## src/hdl/sobel_et_pkg.sv

```systemverilog
// Shared types and constants of the Sobel edge threshold core.
// No dependencies; every other design file and the checker refer to it by scope.
package sobel_et_pkg;

    localparam int MAX_WIDTH_DEF  = 1024;
    localparam int MAX_HEIGHT_DEF = 1024;
    localparam int MIN_WIDTH      = 3;

    localparam int PIX_W      = 8;
    localparam int COORD_W    = 10;
    localparam int GRAD_W     = 11;
    localparam int SQ_W       = 20;
    localparam int MAG_W      = 21;
    localparam int THR2_W     = 22;
    localparam int CFG_DATA_W = 11;
    localparam int CFG_INDEX_W = 1;

    localparam logic [MAG_W-1:0] MAG_MAX = MAG_W'(2080800);

    localparam logic [CFG_INDEX_W-1:0] REG_IMAGE_WIDTH    = 1'd0;
    localparam logic [CFG_INDEX_W-1:0] REG_EDGE_THRESHOLD = 1'd1;

    localparam logic [CFG_DATA_W-1:0] IMAGE_WIDTH_RST    = 11'd1024;
    localparam logic [CFG_DATA_W-1:0] EDGE_THRESHOLD_RST = 11'd275;

    typedef struct packed {
        logic [PIX_W-1:0] pixel;
        logic             start_of_frame;
    } s_req_t;

    typedef struct packed {
        logic [COORD_W-1:0] center_row;
        logic [COORD_W-1:0] center_col;
        logic [MAG_W-1:0]   magnitude_sq;
        logic               edge_res;
    } m_res_t;

    // One line buffer entry: the pixel two rows up and the one a row up.
    typedef struct packed {
        logic [PIX_W-1:0] older;
        logic [PIX_W-1:0] newer;
    } line_pair_t;

    // Newest window column, top to bottom.
    typedef struct packed {
        logic [PIX_W-1:0] top;
        logic [PIX_W-1:0] mid;
        logic [PIX_W-1:0] bot;
    } column_t;

    typedef struct packed {
        logic load_sq;
        logic load_out;
    } mag_ctl_t;

endpackage

```

## src/hdl/sobel_et_grad.sv

```systemverilog
// 3x3 window registers and the Sobel X and Y gradients of the shifted window.
// Uses sobel_et_pkg.
module sobel_et_grad (
    input  logic                                     aclk,
    input  logic                                     aresetn,
    input  logic                                     shift,
    input  sobel_et_pkg::column_t                    col_in,
    output logic signed [sobel_et_pkg::GRAD_W-1:0]   gx,
    output logic signed [sobel_et_pkg::GRAD_W-1:0]   gy
);

    localparam int PW = sobel_et_pkg::PIX_W;
    localparam int GW = sobel_et_pkg::GRAD_W;

    // win1 is the oldest kept column, win2 the one after it; rows top to bottom.
    logic [PW-1:0] win1_reg [3];
    logic [PW-1:0] win2_reg [3];
    logic [PW-1:0] newest   [3];

    logic [GW-2:0] right_sum, left_sum, bot_sum, top_sum;

    assign newest[0] = col_in.top;
    assign newest[1] = col_in.mid;
    assign newest[2] = col_in.bot;

    always_ff @(posedge aclk) begin
        if (!aresetn) begin
            for (int r = 0; r < 3; r++) begin
                win1_reg[r] <= '0;
                win2_reg[r] <= '0;
            end
        end else if (shift) begin
            for (int r = 0; r < 3; r++) begin
                win1_reg[r] <= win2_reg[r];
                win2_reg[r] <= newest[r];
            end
        end
    end

    // Kernel taps 1, 2, 1 along the edge columns and rows of the shifted window.
    always_comb begin
        right_sum = {2'b00, newest[0]} + {1'b0, newest[1], 1'b0} + {2'b00, newest[2]};
        left_sum  = {2'b00, win1_reg[0]} + {1'b0, win1_reg[1], 1'b0} + {2'b00, win1_reg[2]};
        bot_sum   = {2'b00, win1_reg[2]} + {1'b0, win2_reg[2], 1'b0} + {2'b00, newest[2]};
        top_sum   = {2'b00, win1_reg[0]} + {1'b0, win2_reg[0], 1'b0} + {2'b00, newest[0]};
        gx = $signed({1'b0, right_sum}) - $signed({1'b0, left_sum});
        gy = $signed({1'b0, bot_sum}) - $signed({1'b0, top_sum});
    end

endmodule

```

## config.mk

```make
export PLATFORM = sky130hd
export DESIGN_NAME = sobel_et_grad
export DESIGN_NICKNAME = d
export VERILOG_FILES = /design/src/hdl/sobel_et_pkg.sv /design/src/hdl/sobel_et_grad.sv
export SDC_FILE = /design/constraint.sdc
export NUM_CORES = 1
export LEC_CHECK = 0
export ABC_AREA = 1
export BUFFER_PORTS_ARGS = -buffer_cell sky130_fd_sc_hd__buf_4
export CORE_ASPECT_RATIO = 0.7
export CORE_UTILIZATION = 42
export DETAILED_ROUTE_END_ITERATION = 10
export GPL_TIMING_DRIVEN = 0
export PLACE_DENSITY = 0.72
export SLEW_MARGIN = 20
export SYNTH_ARGS = -nofsm -noshare
export SYNTH_HDL_FRONTEND = slang
export SYNTH_SLANG_ARGS = --single-unit
```

## constraint.sdc

```tcl
create_clock -name aclk -period 8.63 [get_ports aclk]
set_input_delay 0.4315 -clock aclk [delete_from_list [all_inputs] [get_ports aclk]]
set_output_delay 0.4315 -clock aclk [all_outputs]
set_load 0.05 [all_outputs]
```

After elaboration in Yosys (flattened, before gate mapping). Memory sizes are Yosys's and may differ from the RTL's. Index checks and enable logic that the tools add are counted.

$add $sub $neg: 10. Muxes and demuxes: 10. Bitwise gates (word level): 6.

Operators with widths (count): two-way mux 8 bit (6); adder 10 x 8 -> 10 bit (4); adder 8 x 9 -> 10 bit (4); subtractor 10 x 10 -> 11 bit (2); OR 1 bit (6); two-way mux 1 bit (4).

Bits in registers: 0. RAM bits: 48. Input port bits: 27. Word-level logic and storage cells: 28. Memories: 2.

Memory list: win1_reg (words 3, bits a word 8, read ports 3, clocked after memory_dff 0, write ports 3, line sobel_et_grad.sv:16) `logic [PW-1:0] win1_reg [3];`; win2_reg (words 3, bits a word 8, read ports 3, clocked after memory_dff 0, write ports 3, line sobel_et_grad.sv:17) `logic [PW-1:0] win2_reg [3];`.

Depth between registers and ports, before layout.
Word-level depth: 4. Gate-level depth with buffers: 17. Mapped depth without buffers: 17.

Worst setup path before layout. Ideal clock, no wire load.

Path kind: input-to-output. From: input col_in[18] in the netlist's numbering. To: output gy[5] in the netlist's numbering. Arrival time: 3.600 ns. Setup slack: 4.599 ns. Stages: 11. Path buffers: 0. Path through: inv_1 fa_1 fa_1 inv_1 fa_1 fa_1 inv_1 nand2_1 nand2_1 nand2_1 xnor2_1.

Longest elaborated chain between the ends: 2.

Ends and longest elaborated chain: from (decl) (line sobel_et_grad.sv:7) `input sobel_et_pkg::column_t col_in,`; adder 10 x 8 -> 10 bit (line sobel_et_grad.sv:45) `top_sum = {2'b00, win1_reg[0]} + {1'b0, win2_reg[0], 1'b0} + {2'b00, newest[0]};`; subtractor 10 x 10 -> 11 bit (line sobel_et_grad.sv:47) `gy = $signed({1'b0, bot_sum}) - $signed({1'b0, top_sum});`; to (decl) (line sobel_et_grad.sv:9) `output logic signed [sobel_et_pkg::GRAD_W-1:0] gy`.

Every way passes these cells.

==> impl_metrics.ini <==
[place]
finalWeightedCongestion = 0.7937
hpwlAfterDp_mm = 6.963
place_area_sq_um = 4954
io_buffers = 48

[detailed_routing]
wire_per_inst_um = 12.42
num_vias = 3038
wl_met1_mm = 3.744
drtIter0Drc = 162
wl_met3_um = 368
firstDrtPassIters = 5
drc = 0
antenna_left = 0
dr.max_layer_used = met4
met2_length_mm = 4.169
avgViaCountPerCell = 4.528
drt-total-wl_mm = 8.334

[worst_setup_path]
crit_arrival_ps = 3620
worst_path_max_delay_cell = fa_1
worstPathCellList = inv_1, fa_1, fa_1, inv_1, fa_1, fa_1, inv_1, nand2_1, nand2_1, nand3_1, nand2_1, nand2_1, nand2_1, buf_4
worst_setup_path_start_kind = flop
crit_type = flop to output port
crit_top_cell = nand2_1
path_buf_inv = 4
cp.required_ps = 8200
reg2reg_setup_slack_ps = 7850
r2r_end = win1_reg[0][18]
r2r_start = win2_reg[0][18]
critical_path.endpoint_type = output port
cp_top_family = adder cells
slowest_delay_ps = 540
r2r_cells = 2
crit_fanout = 3

[synth]
avgSynthCellArea_sq_um = 9.060
synth.yosys.seq_area_share = 0.3274
yosys_register_bits = 48
netlist_instances = 486
yosys.cell_types.count = 17
netlist_area_sq_um = 4403
syn-num-nets = 599
yosysWarnings = 0

[finish]
seq_area_sq_um = 1441
multi_input_area_sq_um = 2247
final_common_cell = inv_1
area_growth_pct = 15.60
drive_gt1_frac = 0.1123
num_antenna_cells = 0
final_nets = 655
design_area_sq_um = 5090
final_cell_mix = inv_1, nand2_1, fa_1
fillers = 932

[clock_network]
htreeDepth = 2
cts_tree = built
root_buffer = clkbuf_16
insertion_delay_ps = 290
cts-resized-gates = 0
cts_buffers = 5
post-cts-setup-buffers = 0
ctsLongestPathBuffers = 2
holdBufCountCts = 0
clk_pin_slew_worst_paths_ps = 70
clock_sinks = 48

[grt]
track_usage = 0.1691
grt_pass1_vias = 3220
grt_pass1_wl_mm = 14.43
antenna_found_initial = 0
grt_overflow = 0
grt_max_degree = 27

[die]
core_sq_um = 9947
start_util = 0.4426
die_h_um = 87.67
io_pins = 49
fp-row-count = 30
dieArea_sq_um = 10900
die_w_um = 124.4

[worst_hold_path]
min_path_type = input pin to flop
min-delay-start = col_in[10]
min_to = win2_reg[0][10]
worstHoldPathCells = 3

[timing]
slew_headroom = 0.5288
slew_violations = 0
worst_slew_pin_slew_ps = 704.3
fin_skew_ps = 4.434
min_period_ps = 4052
grt_setup_unrepaired = no
fmax_mhz = 246.8
report.final.hold_viol_count = 0
setup_viol = 0
finalCritPeriodShare = 0.4695
fin_setup_tns_ps = 0

[run]
drv_cap = 0

[outcome]
status = finished, final reports clean
[cell families (layout without fill, tap and decap cells)]
group,after synthesis,count (layout),synth area share
buf+inv,186,243,0.1628
xor+xnor,6,6,0.01194
flops,48,48,0.3274
fa+ha+maj,86,86,0.3501
compound gates,8,8,0.009662
simple gates,152,152,0.1381
[metal layers]
metal,up-vias,global-route usage
met2,85,0.3074
met5,-,0
met1,1457,0.2169
met3,7,0.03360
met4,0,0.02300
li1,1489,-
[synth_stat cells]
master	n	share of area
nor3_1	1	0.0011
xor2_1	1	0.0020
or2_1	2	0.0028
a21oi_1	7	0.0080
nand2_1	72	0.061
edfxtp_1	48	0.33
o21bai_1	1	0.0017
buf_6	2	0.0051
nand3_1	14	0.016
nor2_1	60	0.051
buf_2	3	0.0034
nand3b_1	2	0.0034
ha_1	24	0.068
fa_1	62	0.28
nand3_2	1	0.0023
inv_1	181	0.15
xnor2_1	5	0.0099
[layout make-up]
class | instances | area share
buffer | 5 | 0.007375
clock inverter | 1 | 0.0007375
clock buffer | 7 | 0.02606
inverter | 181 | 0.1335
timing repair buffer | 49 | 0.07620
sequential | 48 | 0.2832
tap | 128 | 0.03147
multi-input combinational | 252 | 0.4415
[worst register-to-register path: stages (launching register included)]
cell      delay (ps)
edfxtp_1         420
inv_1             70
nor2_1            40
[how the worst max path moves through the flow]
stage                              start    end  slack, ps  cells after the start
after global routing      win1_reg[0][2]  gy[9]       4390                     14
after global placement         col_in[0]  gx[9]       4700                     19
after floorplan               col_in[18]  gy[5]       4600                     11
after CTS                 win1_reg[0][0]  gx[9]       4580                     17
after detailed placement       col_in[0]  gx[9]       4660                     19
final                     win1_reg[0][2]  gy[9]       4580                     14
[per-stage QoR]
step	instances	hold WS, ps	worst slack (ps)	utilization
6_report	671	469.5	4578	0.5117
5_1_grt	671	483.8	4394	0.5117
4_1_cts	671	471.9	4581	0.5117
3_5_place_dp	663	536.3	4659	0.4980
3_3_place_gp	662	520.0	4696	0.4950
2_1_floorplan	486	519.1	4599	-
Power is left out: the tool's default activity adds up to more than one toggle a clock period on the data nets, which glitch-free logic cannot reach.
