===== config.mk =====
export PLATFORM = sky130hd
export DESIGN_NAME = sobel_et_mag
export DESIGN_NICKNAME = d
export VERILOG_FILES = /design/src/hdl/sobel_et_pkg.sv /design/src/hdl/sobel_et_mag.sv
export SDC_FILE = /design/constraint.sdc
export NUM_CORES = 1
export LEC_CHECK = 0
export ABC_CLOCK_PERIOD_IN_PS = 10600
export BUFFER_PORTS_ARGS = -buffer_cell sky130_fd_sc_hd__buf_2
export CAP_MARGIN = 25
export CORE_UTILIZATION = 65
export CTS_CLUSTER_SIZE = 20
export DETAILED_ROUTE_END_ITERATION = 12
export GPL_TIMING_DRIVEN = 0
export PLACE_DENSITY = 0.84
export RECOVER_POWER = 50
export SKIP_LAST_GASP = 1
export SYNTH_ARGS = -nofsm -noshare
export SYNTH_HDL_FRONTEND = slang
export SYNTH_SLANG_ARGS = --single-unit

===== constraint.sdc =====
create_clock -name aclk -period 10.6 [get_ports aclk]
set_input_delay 1.59 -clock aclk [delete_from_list [all_inputs] [get_ports aclk]]
set_output_delay 1.59 -clock aclk [all_outputs]
set_load 0.02 [all_outputs]

===== src/hdl/sobel_et_pkg.sv =====
// Shared types and constants of the Sobel edge threshold core.
// No dependencies; every other design file and the checker refer to it by scope.
package sobel_et_pkg;

    localparam int MAX_WIDTH_DEF  = 1024;
    localparam int MAX_HEIGHT_DEF = 1024;
    localparam int MIN_WIDTH      = 3;

    localparam int PIX_W      = 8;
    localparam int COORD_W    = 10;
    localparam int GRAD_W     = 11;
    localparam int SQ_W       = 20;
    localparam int MAG_W      = 21;
    localparam int THR2_W     = 22;
    localparam int CFG_DATA_W = 11;
    localparam int CFG_INDEX_W = 1;

    localparam logic [MAG_W-1:0] MAG_MAX = MAG_W'(2080800);

    localparam logic [CFG_INDEX_W-1:0] REG_IMAGE_WIDTH    = 1'd0;
    localparam logic [CFG_INDEX_W-1:0] REG_EDGE_THRESHOLD = 1'd1;

    localparam logic [CFG_DATA_W-1:0] IMAGE_WIDTH_RST    = 11'd1024;
    localparam logic [CFG_DATA_W-1:0] EDGE_THRESHOLD_RST = 11'd275;

    typedef struct packed {
        logic [PIX_W-1:0] pixel;
        logic             start_of_frame;
    } s_req_t;

    typedef struct packed {
        logic [COORD_W-1:0] center_row;
        logic [COORD_W-1:0] center_col;
        logic [MAG_W-1:0]   magnitude_sq;
        logic               edge_res;
    } m_res_t;

    // One line buffer entry: the pixel two rows up and the one a row up.
    typedef struct packed {
        logic [PIX_W-1:0] older;
        logic [PIX_W-1:0] newer;
    } line_pair_t;

    // Newest window column, top to bottom.
    typedef struct packed {
        logic [PIX_W-1:0] top;
        logic [PIX_W-1:0] mid;
        logic [PIX_W-1:0] bot;
    } column_t;

    typedef struct packed {
        logic load_sq;
        logic load_out;
    } mag_ctl_t;

endpackage


===== src/hdl/sobel_et_mag.sv =====
// Squared gradient magnitude and threshold compare, two register stages.
// Uses sobel_et_pkg.
module sobel_et_mag (
    input  logic                                          aclk,
    input  sobel_et_pkg::mag_ctl_t                        ctl,
    input  logic signed [sobel_et_pkg::GRAD_W-1:0]        gx,
    input  logic signed [sobel_et_pkg::GRAD_W-1:0]        gy,
    input  logic [sobel_et_pkg::CFG_DATA_W-1:0]           threshold,
    output logic [sobel_et_pkg::MAG_W-1:0]                magnitude_sq,
    output logic                                          edge_res
);

    localparam int GW  = sobel_et_pkg::GRAD_W;
    localparam int SW  = sobel_et_pkg::SQ_W;
    localparam int MW  = sobel_et_pkg::MAG_W;
    localparam int TW  = sobel_et_pkg::THR2_W;

    logic signed [2*GW-1:0] gx_sq_full, gy_sq_full;
    logic [SW-1:0]          gx_sq_reg, gy_sq_reg;
    logic [TW-1:0]          thr_ext, thr2_reg;
    logic [MW-1:0]          sum;
    logic [MW-1:0]          mag_reg;
    logic                   edge_reg;

    assign gx_sq_full = gx * gx;
    assign gy_sq_full = gy * gy;
    assign thr_ext    = TW'(threshold);

    // The user must change the threshold only while idle; not enforced here. Its square is refreshed every cycle.
    always_ff @(posedge aclk) begin
        thr2_reg <= thr_ext * thr_ext;
    end

    always_ff @(posedge aclk) begin
        if (ctl.load_sq) begin
            gx_sq_reg <= gx_sq_full[SW-1:0];
            gy_sq_reg <= gy_sq_full[SW-1:0];
        end
    end

    assign sum = {1'b0, gx_sq_reg} + {1'b0, gy_sq_reg};

    always_ff @(posedge aclk) begin
        if (ctl.load_out) begin
            mag_reg  <= sum;
            edge_reg <= TW'(sum) >= thr2_reg;
        end
    end

    assign magnitude_sq = mag_reg;
    assign edge_res     = edge_reg;

endmodule


Yosys cells after proc, flatten, opt, wreduce, memory -nomap -nowiden
Cells that the tools add are included.
W data, S select, Z words.
{"block": "word_totals", "mem_count": 0, "romBits": 0, "register_bits": 84, "in_bits": 36, "wordCells": 10, "latchBits": 0, "ramBits": 0}
{"block": "op_classes", "n_eq_ne": 0, "add_sub_neg": 1, "mux": 0, "magnitude_cmp": 1, "shift": 0, "mul": 3, "div": 0, "n_reduce_logical": 0, "n_bitwise": 0}
{"operator": "$mul A11 B11 Y20", "n": 2}
{"operator": "$ge A21 B22 Y1", "n": 1}
{"operator": "$mul A11 B11 Y22", "n": 1}
{"operator": "$add A20 B20 Y21", "n": 1}

Longest topological paths before layout
Gate-level depths: netlist of the first run.
{"block": "depth", "word_depth": 2, "mapped_depth": 21, "ltp_nobuf": 20}

Worst setup path before layout of the first run
No wires, ideal clock.
{"block": "synth_path", "kind": "input-to-reg", "start": "input gy[4] in the netlist's numbering", "end": "register gy_sq_reg[18] (data pin)", "slack_ps": 4220, "required_ps": 10342, "path_buffers": 1, "t_arrival_ps": 6122, "stages": 19, "path_cell_list": "clkbuf_1 inv_1 nor2_1 inv_1 fa_1 fa_1 fa_1 inv_1 fa_1 inv_1 fa_1 inv_1 ha_1 or3_1 o211ai_1 nand3_1 a31o_1 a21oi_1 xnor2_1"}
{"block": "synth_via", "elab_chain_len": 1}
{"item": "from (decl)", "line": "sobel_et_mag.sv:7", "source": "input logic signed [sobel_et_pkg::GRAD_W-1:0] gy,"}
{"item": "$mul A11 B11 Y20", "line": "sobel_et_mag.sv:26", "source": "assign gy_sq_full = gy * gy;"}
{"item": "via gy_sq_full[18]", "line": "sobel_et_mag.sv:18", "source": "logic signed [2*GW-1:0] gx_sq_full, gy_sq_full;"}
{"item": "to (signal assigned)", "line": "sobel_et_mag.sv:37", "source": "gy_sq_reg <= gy_sq_full[SW-1:0];"}
{"item": "to (decl)", "line": "sobel_et_mag.sv:19", "source": "logic [SW-1:0] gx_sq_reg, gy_sq_reg;"}
The timed path passes the listed nets, and every way through them passes these cells.
A chain may end at the register's enable or synchronous reset.

Worst setup path in the final report of the first run
{"block": "layout_path", "start": "input gy[1] in the netlist's numbering", "end": "register gy_sq_reg[19] (data pin)"}
The elaborated chain is that of the path after synthesis.

==> impl_metrics.yaml, run 1 <==
status:
  outcome: "complete, but fails checks"
  violations: "capacitance limit, slew limit"
synth:
  synth_nets: 1912
  yosysSeqAreaShare_pct: 15.58
  synth_cell_type_count: 51
  yosys.area.top_type_share_pct: 35.23
  synth_top_area_cell: "fa_1"
  synth_edf_count: 60
  synth_flop_cell: "edfxtp_1"
  ys_ff_latch: 81
  syn_inst: 1451
  ys.warnings.count: 0
  syn-cell-area_mm2: 0.01426
  netlist_top_cells_area: "fa_1 (35%), ha_1 (15%), edfxtp_1 (13%)"
  avgSynthCellArea_um2: 9.829
  async_flop_share_pct: 0
floorplan:
  die_area_mm2: 0.02254
  ios: 58
  die_w_um: 150.1
  coreArea_mm2: 0.02129
  std_cell_rows: 53
  initial_utilization_pct: 67.00
  die_h_um: 150.1
routing:
  final_antenna_net_count: 0
  viasPerCell: 5.429
  drt_wl_total_um: 26810
  drc_errors: 0
  num_vias: 9750
  drt_iter0_markers: 516
  firstDrtPassIters: 5
  routedWlPerCell_um: 14.93
timing:
  finClkSkew_ps: 6.844
  post-route-period-util_pct: 63.17
  report.final.slew_viol_count: 39
  setup-tns-final_ps: 0
  finalCriticalPeriod_ps: 6697
  slew_headroom_pct: -35.80
  tightest_slew_ps: 2037
  finalSetupViolCount: 0
  hold_violations: 0
  rsz0062_at_grt: "no"
  max_clock_freq_ghz: 0.1493
clock_network:
  cts.sinks: 81
  cts_hold_buffers: 0
  cts_repair_resize_count: 0
  htreeDepth: 3
  post_cts_buffers: 0
  cts.reportedPaths.clkPinSlew_ps: 70
  numCtsBuffers: 9
  clock_path_buffers: 2
  cts_root_buffer: "clkbuf_16"
  tritoncts: "done"
  worst_skew_pair.late_latency_ps: 340
final_layout:
  drive_above_1_share_pct: 5.128
  final_common_cell: "inv_1"
  area_delta_synth_final_pct: 6.176
  final_util_pct: 71.13
  antenna_cells: 0
  nets: 1977
  final_cell_mix: "inv_1 (372), fa_1 (251), ha_1 (174), nand2_1 (90), and2_1 (82)"
placement:
  io_buffers: 54
  place_congestion: 0.9313
  dp_hpwl_um: 23090
critical_path:
  end_kind: "register"
  crit_arrival_ps: 6780
  critPathKind: "in2reg"
  cp.required_ps: 10680
  crit_fanout: 10
  critPathLaunchType: "input port"
job:
  maxCapViolCount: 1
global_route:
  grt_pass1_wl_um: 46890
  grtUsageTotal_pct: 26.26
  antenna_found_initial: 0
  grt_overflow: 0
  grt_pass1_vias: 10370
  grt_max_degree: 39
hold_path:
  min_path_type: "reg2reg"
power_and_ir_drop:
  power.density_mw_per_mm2: 321.1
  ir_drop_v: 0.0002131
  p_leak_nw: 7.750
worst max-delay path, cell delays in order:
cell	delay, ps
clkbuf_1	310
clkbuf_1	370
nand2_1	190
fa_1	480
fa_1	540
inv_1	40
ha_1	320
fa_1	550
inv_1	60
fa_1	530
inv_1	40
ha_1	330
a21oi_1	130
o21ai_1	120
or3_1	350
a21oi_1	290
a31oi_1	210
a31oi_1	230
xnor2_1	100
through the flow:
step	instance area (um2)	std cells	hold WS [ps]	total power, mW	worst slack, ps
detailed placement	14880	1780	559.8	4.541	3575
CTS	15160	1796	555.2	4.877	3919
global route	15140	1796	571.6	5.432	3598
finish	15140	1796	555.3	4.862	3903
floorplan	14260	1451	493.5	3.691	4220
global placement	14880	1780	552.4	4.348	3710
area by class of cell:
| class | count | area (um2) |
|---|---|---|
| sequential | 81 | 2222 |
| fill | 1527 | 6145 |
| clock buffer | 9 | 225.2 |
| clock inverter | 7 | 55.05 |
| timing repair buffer | 54 | 260.3 |
| inverter | 372 | 1396 |
| tap | 275 | 344.1 |
| buffer | 30 | 112.6 |
| multi-input combinational | 968 | 10530 |
power by group:
group	switching, mW	internal, mW
Combinational	2.18	1.67
Sequential	0.0539	0.677
Clock	0.128	0.161
Total	2.36	2.50
worst paths after layout:
check	from	end	slack (ps)	depth (start not counted)
worst max-delay path	gy[1]	gy_sq_reg[19]	3900	19
worst min register to register	thr2_reg[21]	edge_res	560	1
worst max register to register	gx_sq_reg[3]	edge_res	6690	12
worst min-delay path	thr2_reg[21]	edge_res	560	1
kinds of logic after synthesis:
family                   count (synthesis)  share of synthesized area (%)
flip-flops                              81                          15.58
adder cells (fa/ha/maj)                425                          50.50
multiplexers                             3                         0.2193
buffers and inverters                  402                          10.58
AND/OR/NAND/NOR                        296                          10.41
AO/OA/AOI/OAI                          150                          6.940
XOR/XNOR                                94                          5.773
cells in the mapped netlist (2+ instances only):
cell / count
mux2i_1: 2
and2_1: 82
a21oi_1: 48
or2_2: 2
nand3_1: 16
nand2b_1: 9
a211oi_1: 5
o211ai_1: 5
nor3_1: 3
nor2b_1: 28
a21oi_2: 3
nor2_1: 52
fa_1: 251
o31a_1: 4
o21bai_1: 2
a21o_1: 18
a31o_1: 2
xnor2_1: 74
a21boi_0: 2
and3_1: 5
ha_1: 174
nand4_1: 3
dfxtp_1: 21
or3_1: 4
o21ai_0: 21
xor2_1: 20
inv_1: 372
a31oi_1: 5
clkbuf_1: 30
edfxtp_1: 60
o21a_1: 9
nand2_1: 90
a211oi_2: 2
o21ai_1: 8
a31o_2: 3
metal layers:
metal	wire [um]	track usage, %	vias to the layer above
met2	13740	46.99	231
met4	263	4.394	0
met1	11490	34.91	4898
met5	0	0	-
met3	1319	2.939	30
li1	-	-	4591
Note: power is estimated with default switching activity, not from simulation.
==> run 2: changes to the inputs <==
--- a/config.mk
+++ b/config.mk
@@ -5,7 +5,8 @@
 export SDC_FILE = /design/constraint.sdc
 export NUM_CORES = 1
 export LEC_CHECK = 0
-export ABC_CLOCK_PERIOD_IN_PS = 10600
+export ABC_AREA = 1
+export ABC_CLOCK_PERIOD_IN_PS = 6180
 export BUFFER_PORTS_ARGS = -buffer_cell sky130_fd_sc_hd__buf_2
 export CAP_MARGIN = 25
 export CORE_UTILIZATION = 65
==> constraint.sdc (replaced) <==
create_clock -name aclk -period 6.18 [get_ports aclk]
set_input_delay 0.927 -clock aclk [delete_from_list [all_inputs] [get_ports aclk]]
set_output_delay 0.927 -clock aclk [all_outputs]
set_load 0.02 [all_outputs]
==> run 2 against run 1 <==
- the flow still finishes with violations (capacitance limit, slew limit)
- final cell count rose by 26%
- hold slack improved by 64 ps
- clock-buffer cell count rose by 1
- wire length rose by 16%
- critical path type unchanged
- largest cell class unchanged
==> impl_metrics.yaml, run 2 <==
status:
  outcome: "complete, but fails checks"
  violations: "capacitance limit, slew limit"
final_layout:
  nets: 2406
  area_delta_synth_final_pct: 6.339
  final_common_cell: "inv_1"
  antenna_cells: 0
  drive_above_1_share_pct: 5.846
  final_cell_mix: "inv_1 (531), nand2_1 (369), fa_1 (251), ha_1 (174), nor2_1 (96)"
synth:
  syn_inst: 1877
  synthAdderAreaFrac_pct: 46.42
  yosys-top-cells-count: "inv_1 (531), nand2_1 (367), fa_1 (251), ha_1 (174), nor2_1 (96)"
  async_flop_share_pct: 0
  netlist_top_cells_area: "fa_1 (32%), ha_1 (14%), inv_1 (13%)"
  ys.warnings.count: 0
  synth_cell_type_count: 41
  synthXorXnorAreaFrac_pct: 4.097
  synth_flop_cell: "edfxtp_1"
  synth_top_family_by_area: "adder cells"
  synth_compound_area_share_pct: 5.524
  synth_nets: 2338
  synth_edf_count: 60
  ys_ff_latch: 81
  yosysSeqAreaShare_pct: 14.32
  avgSynthCellArea_um2: 8.266
  yosysMostFrequentCell: "inv_1"
  yosys.area.top_type_share_pct: 32.39
  synth.area.mux_share_pct: 0
  synth_top_area_cell: "fa_1"
  synth_simple_gate_area_share_pct: 15.72
  syn-cell-area_mm2: 0.01551
placement:
  dp_hpwl_um: 27270
  place_congestion: 0.8964
  dp_slack_ps: 220.0
  io_buffers: 57
clock_network:
  clock_path_buffers: 2
  numCtsBuffers: 9
  worst_skew_pair.late_latency_ps: 340
  tritoncts: "done"
  cts_repair_resize_count: 0
  cts_root_buffer: "clkbuf_16"
  post_cts_buffers: 0
  htreeDepth: 3
  cts.reportedPaths.clkPinSlew_ps: 60
  cts.sinks: 81
  cts_hold_buffers: 0
global_route:
  busiest_layer: "met2"
  grt_overflow: 0
  use_met2_pct: 49.70
  grt_max_degree: 39
  grtUsageTotal_pct: 27.28
  grtUsageMet3_pct: 2.382
  grt_pass1_vias: 11910
  use_met1_pct: 35.32
  antenna_found_initial: 0
  grt_pass1_wl_um: 53310
floorplan:
  die_area_mm2: 0.02449
  coreArea_mm2: 0.02347
  std_cell_rows: 56
  die_h_um: 156.5
  initial_utilization_pct: 66.10
  ios: 58
  die_w_um: 156.5
critical_path:
  cpPeakStageDelay_ps: 530
  crit_fanout: 10
  critPathLaunchType: "input port"
  path_delay_family: "adder cells"
  crit_arrival_ps: 5750
  cp.required_ps: 6280
  critPathBufInv: 7
  crit_chain: "buf_2, clkbuf_1, nand2_1, fa_1, fa_1, fa_1, inv_1, fa_1, inv_1, fa_1, inv_1, ha_1, a21oi_2, inv_1, nor2_2, nand2_1, a21oi_1, inv_1, nand2_1, nand2_1"
  crit_slowest_cell: "fa_1"
  critPathKind: "in2reg"
  end_kind: "register"
timing:
  post-route-period-util_pct: 91.41
  tightest_slew_ps: 1993
  finalSetupViolCount: 0
  rsz0062_at_grt: "no"
  finClkSkew_ps: 6.391
  setup_ws_ps: 530.8
  setup-tns-final_ps: 0
  hold_violations: 0
  report.final.slew_viol_count: 39
  slew_headroom_pct: -32.87
  finalCriticalPeriod_ps: 5649
  max_clock_freq_ghz: 0.1770
routing:
  drc_errors: 0
  num_vias: 11860
  drt_wl_total_um: 31230
  routedWlPerCell_um: 13.77
  firstDrtPassIters: 6
  final_antenna_net_count: 0
  drt_iter0_markers: 669
  viasPerCell: 5.225
hold_path:
  min_path_type: "reg2reg"
job:
  maxCapViolCount: 1
-- run 2: cells by family (layout without fill, tap and decap cells) --
| family | count (synthesis) | count (layout) |
|---|---|---|
| AND/OR/NAND/NOR | 579 | 579 |
| buffers and inverters | 573 | 646 |
| adder cells (fa/ha/maj) | 425 | 425 |
| AO/OA/AOI/OAI | 149 | 149 |
| flip-flops | 81 | 81 |
| XOR/XNOR | 70 | 70 |
-- run 2: through the flow --
stage          hold WS, ps  instances  utilization, %  cell area [um2]
2_1_floorplan        535.0       1877               -            15510
3_3_place_gp         584.7       2253           69.01            16200
3_5_place_dp         609.5       2253           69.01            16200
4_1_cts              634.9       2269           70.38            16520
5_1_grt              661.5       2269           70.29            16500
6_report             619.2       2269           70.29            16500
-- run 2: worst paths after layout --
check                     from              end  slack [ps]  cells after the start
hold reg to reg   gy_sq_reg[0]  magnitude_sq[0]         620                      1
setup reg to reg  gx_sq_reg[3]         edge_res        3090                     17
hold / removal    gy_sq_reg[0]  magnitude_sq[0]         620                      1
setup / recovery         gy[6]    gy_sq_reg[19]         530                     20
-- run 2: cell type report --
type	count	area, um2
clock inverters	6	70.07
plain buffers	37	147.6
inverters	536	2012
well taps	319	399.1
fillers	1853	6974
repair buffers	57	269.0
multi-input cells	1223	11130
clock buffers	10	250.2
flip-flops and latches	81	2222
-- run 2: layer usage --
metal  share of wire, %  vias up
li1                   -     5736
met1                 42     5719
met2                 51      344
met3                4.9       56
met4                1.6        0
met5                  0        -
-- run 2: worst reg2reg max path, delay by kind of cell (launching register included) --
kind / cells / cell delay (ps)
XOR/XNOR: 1 / 200
AO/OA/AOI/OAI: 2 / 310
AND/OR/NAND/NOR: 12 / 1180
flip-flops: 1 / 450
adder cells (fa/ha/maj): 2 / 700
Power of run 2 is left out: the tool's default activity adds up to more than one toggle a clock period on the data nets, which glitch-free logic cannot reach.
==> run 3: changes to the inputs <==
--- a/config.mk
+++ b/config.mk
@@ -9,6 +9,7 @@
 export ABC_CLOCK_PERIOD_IN_PS = 6180
 export BUFFER_PORTS_ARGS = -buffer_cell sky130_fd_sc_hd__buf_2
 export CAP_MARGIN = 25
+export CORE_ASPECT_RATIO = 1.75
 export CORE_UTILIZATION = 65
 export CTS_CLUSTER_SIZE = 20
 export DETAILED_ROUTE_END_ITERATION = 12
==> run 3 against run 2 <==
- non-clock buffer count did not move
- final cell count fell by 0.66%
- critical path depth fell by 1
- the flow still finishes with violations (capacitance limit, slew limit)
- utilization rose by 0.17 points
- clock-buffer cell count did not move
- sequential cell count did not move
- critical endpoint unchanged
- die area rose by 0.10%
- via count rose by 0.60%
==> impl_metrics.yaml, run 3 (same netlist as run 2, synthesis figures left out) <==
routing:
  drc_errors: 0
  wl_met2_um: 20330
  met1_length_um: 11140
  routedWlPerCell_um: 15.43
  viasPerCell: 5.291
  highest_layer: "met4"
  drt_wl_total_um: 34780
  final_antenna_net_count: 0
  firstDrtPassIters: 5
  num_vias: 11930
  drt_iter0_markers: 546
  wl_met3_um: 885
global_route:
  grtUsageTotal_pct: 30.03
  antenna_found_initial: 0
  grt_pass1_wl_um: 56840
  grt_max_degree: 39
  grt_overflow: 0
  grt_pass1_vias: 12840
clock_network:
  numCtsBuffers: 9
  post_cts_buffers: 0
  clock_path_buffers: 2
  worst_skew_pair.late_latency_ps: 340
  tritoncts: "done"
  cts.reportedPaths.clkPinSlew_ps: 60
  htreeDepth: 3
  cts.sinks: 81
  cts_hold_buffers: 0
  cts_repair_resize_count: 0
  cts_root_buffer: "clkbuf_16"
critical_path:
  cp.required_ps: 6260
  crit_top_cell: "fa_1"
  crit_fanout: 10
  end_kind: "register"
  crit_slowest_cell: "fa_1"
  critPathBufInv: 6
  cpPeakStageDelay_ps: 760
  critPathKind: "in2reg"
  path_delay_family: "adder cells"
  critPathLaunchType: "input port"
  crit_chain: "buf_2, clkbuf_1, nand2_1, fa_1, inv_1, fa_1, fa_1, inv_1, fa_1, inv_1, fa_1, ha_1, a21oi_1, o21a_1, nand2_1, a21oi_1, inv_1, nand2_1, nand2_1"
  crit_arrival_ps: 5840
status:
  violations: "capacitance limit, slew limit"
  outcome: "complete, but fails checks"
timing:
  post-route-period-util_pct: 93.27
  rsz0062_at_grt: "no"
  tightest_slew_ps: 1926
  max_clock_freq_ghz: 0.1735
  hold_violations: 0
  report.final.slew_viol_count: 39
  finalSetupViolCount: 0
  slew_headroom_pct: -28.38
  finalCriticalPeriod_ps: 5764
  finClkSkew_ps: 7.904
  setup-tns-final_ps: 0
floorplan:
  die_area_mm2: 0.02452
  coreArea_mm2: 0.02343
  initial_utilization_pct: 66.23
  die_w_um: 118.8
  die_h_um: 206.4
  std_cell_rows: 74
  ios: 58
final_layout:
  nets: 2406
  final_cell_mix: "inv_1 (531), nand2_1 (368), fa_1 (251), ha_1 (174), nor2_1 (96)"
  final_util_pct: 70.46
  area_delta_synth_final_pct: 6.387
  drive_above_1_share_pct: 5.795
  final_common_cell: "inv_1"
  antenna_cells: 0
hold_path:
  min_path_type: "reg2reg"
placement:
  dp_hpwl_um: 30580
  io_buffers: 57
  place_congestion: 0.9075
job:
  maxCapViolCount: 1
run 3: changes by cell type in the layout (fill, tap and decap cells not counted), sizes merged:
| cell | delta |
|---|---|
| inv | -3 |
| bufinv | +2 |
| buf | -1 |
| clkbuf | +1 |
| clkinv | +1 |
run 3: area by class of cell:
| class | instances | area, um2 |
|---|---|---|
| fill | 1806 | 6919 |
| buffer | 37 | 147.6 |
| clock inverter | 6 | 116.4 |
| clock buffer | 10 | 229.0 |
| sequential | 81 | 2222 |
| multi-input combinational | 1223 | 11130 |
| tap | 304 | 380.4 |
| inverter | 536 | 2012 |
| timing repair buffer | 57 | 267.8 |
run 3: metal layers:
layer / vias to the layer above / GRT usage [%]
li1: 5728 / -
met1: 5760 / 27.19
met2: 298 / 61.95
met3: 140 / 2.428
met4: 0 / 19.62
met5: - / 0
run 3: worst register-to-register path: cells and delay by family, from the launching register on:
family          cells  cell delay, ps
xor+xnor            1             200
compound gates      2             250
simple gates       12            1070
fa+ha+maj           2             710
flops               1             480
run 3: final timing paths:
kind / startpoint / end / slack [ps] / depth (start not counted)
setup / recovery: gy[2] / gy_sq_reg[19] / 420 / 19
hold / removal: gy_sq_reg[0] / magnitude_sq[0] / 570 / 1
setup reg to reg: gx_sq_reg[3] / edge_res / 3210 / 17
hold reg to reg: gy_sq_reg[0] / magnitude_sq[0] / 570 / 1
run 3: stage by stage:
step / instance area, um2 / setup WS [ps] / hold WS [ps] / instances
CTS: 16530 / 474.3 / 582.3 / 2254
floorplan: 15510 / 904.5 / 535.0 / 1877
finish: 16510 / 415.8 / 574.8 / 2254
detailed placement: 16180 / 126.4 / 567.9 / 2238
global route: 16510 / 162.6 / 612.5 / 2254
global placement: 16180 / 178.5 / 571.4 / 2238
Power of run 3 is left out for the same reason.
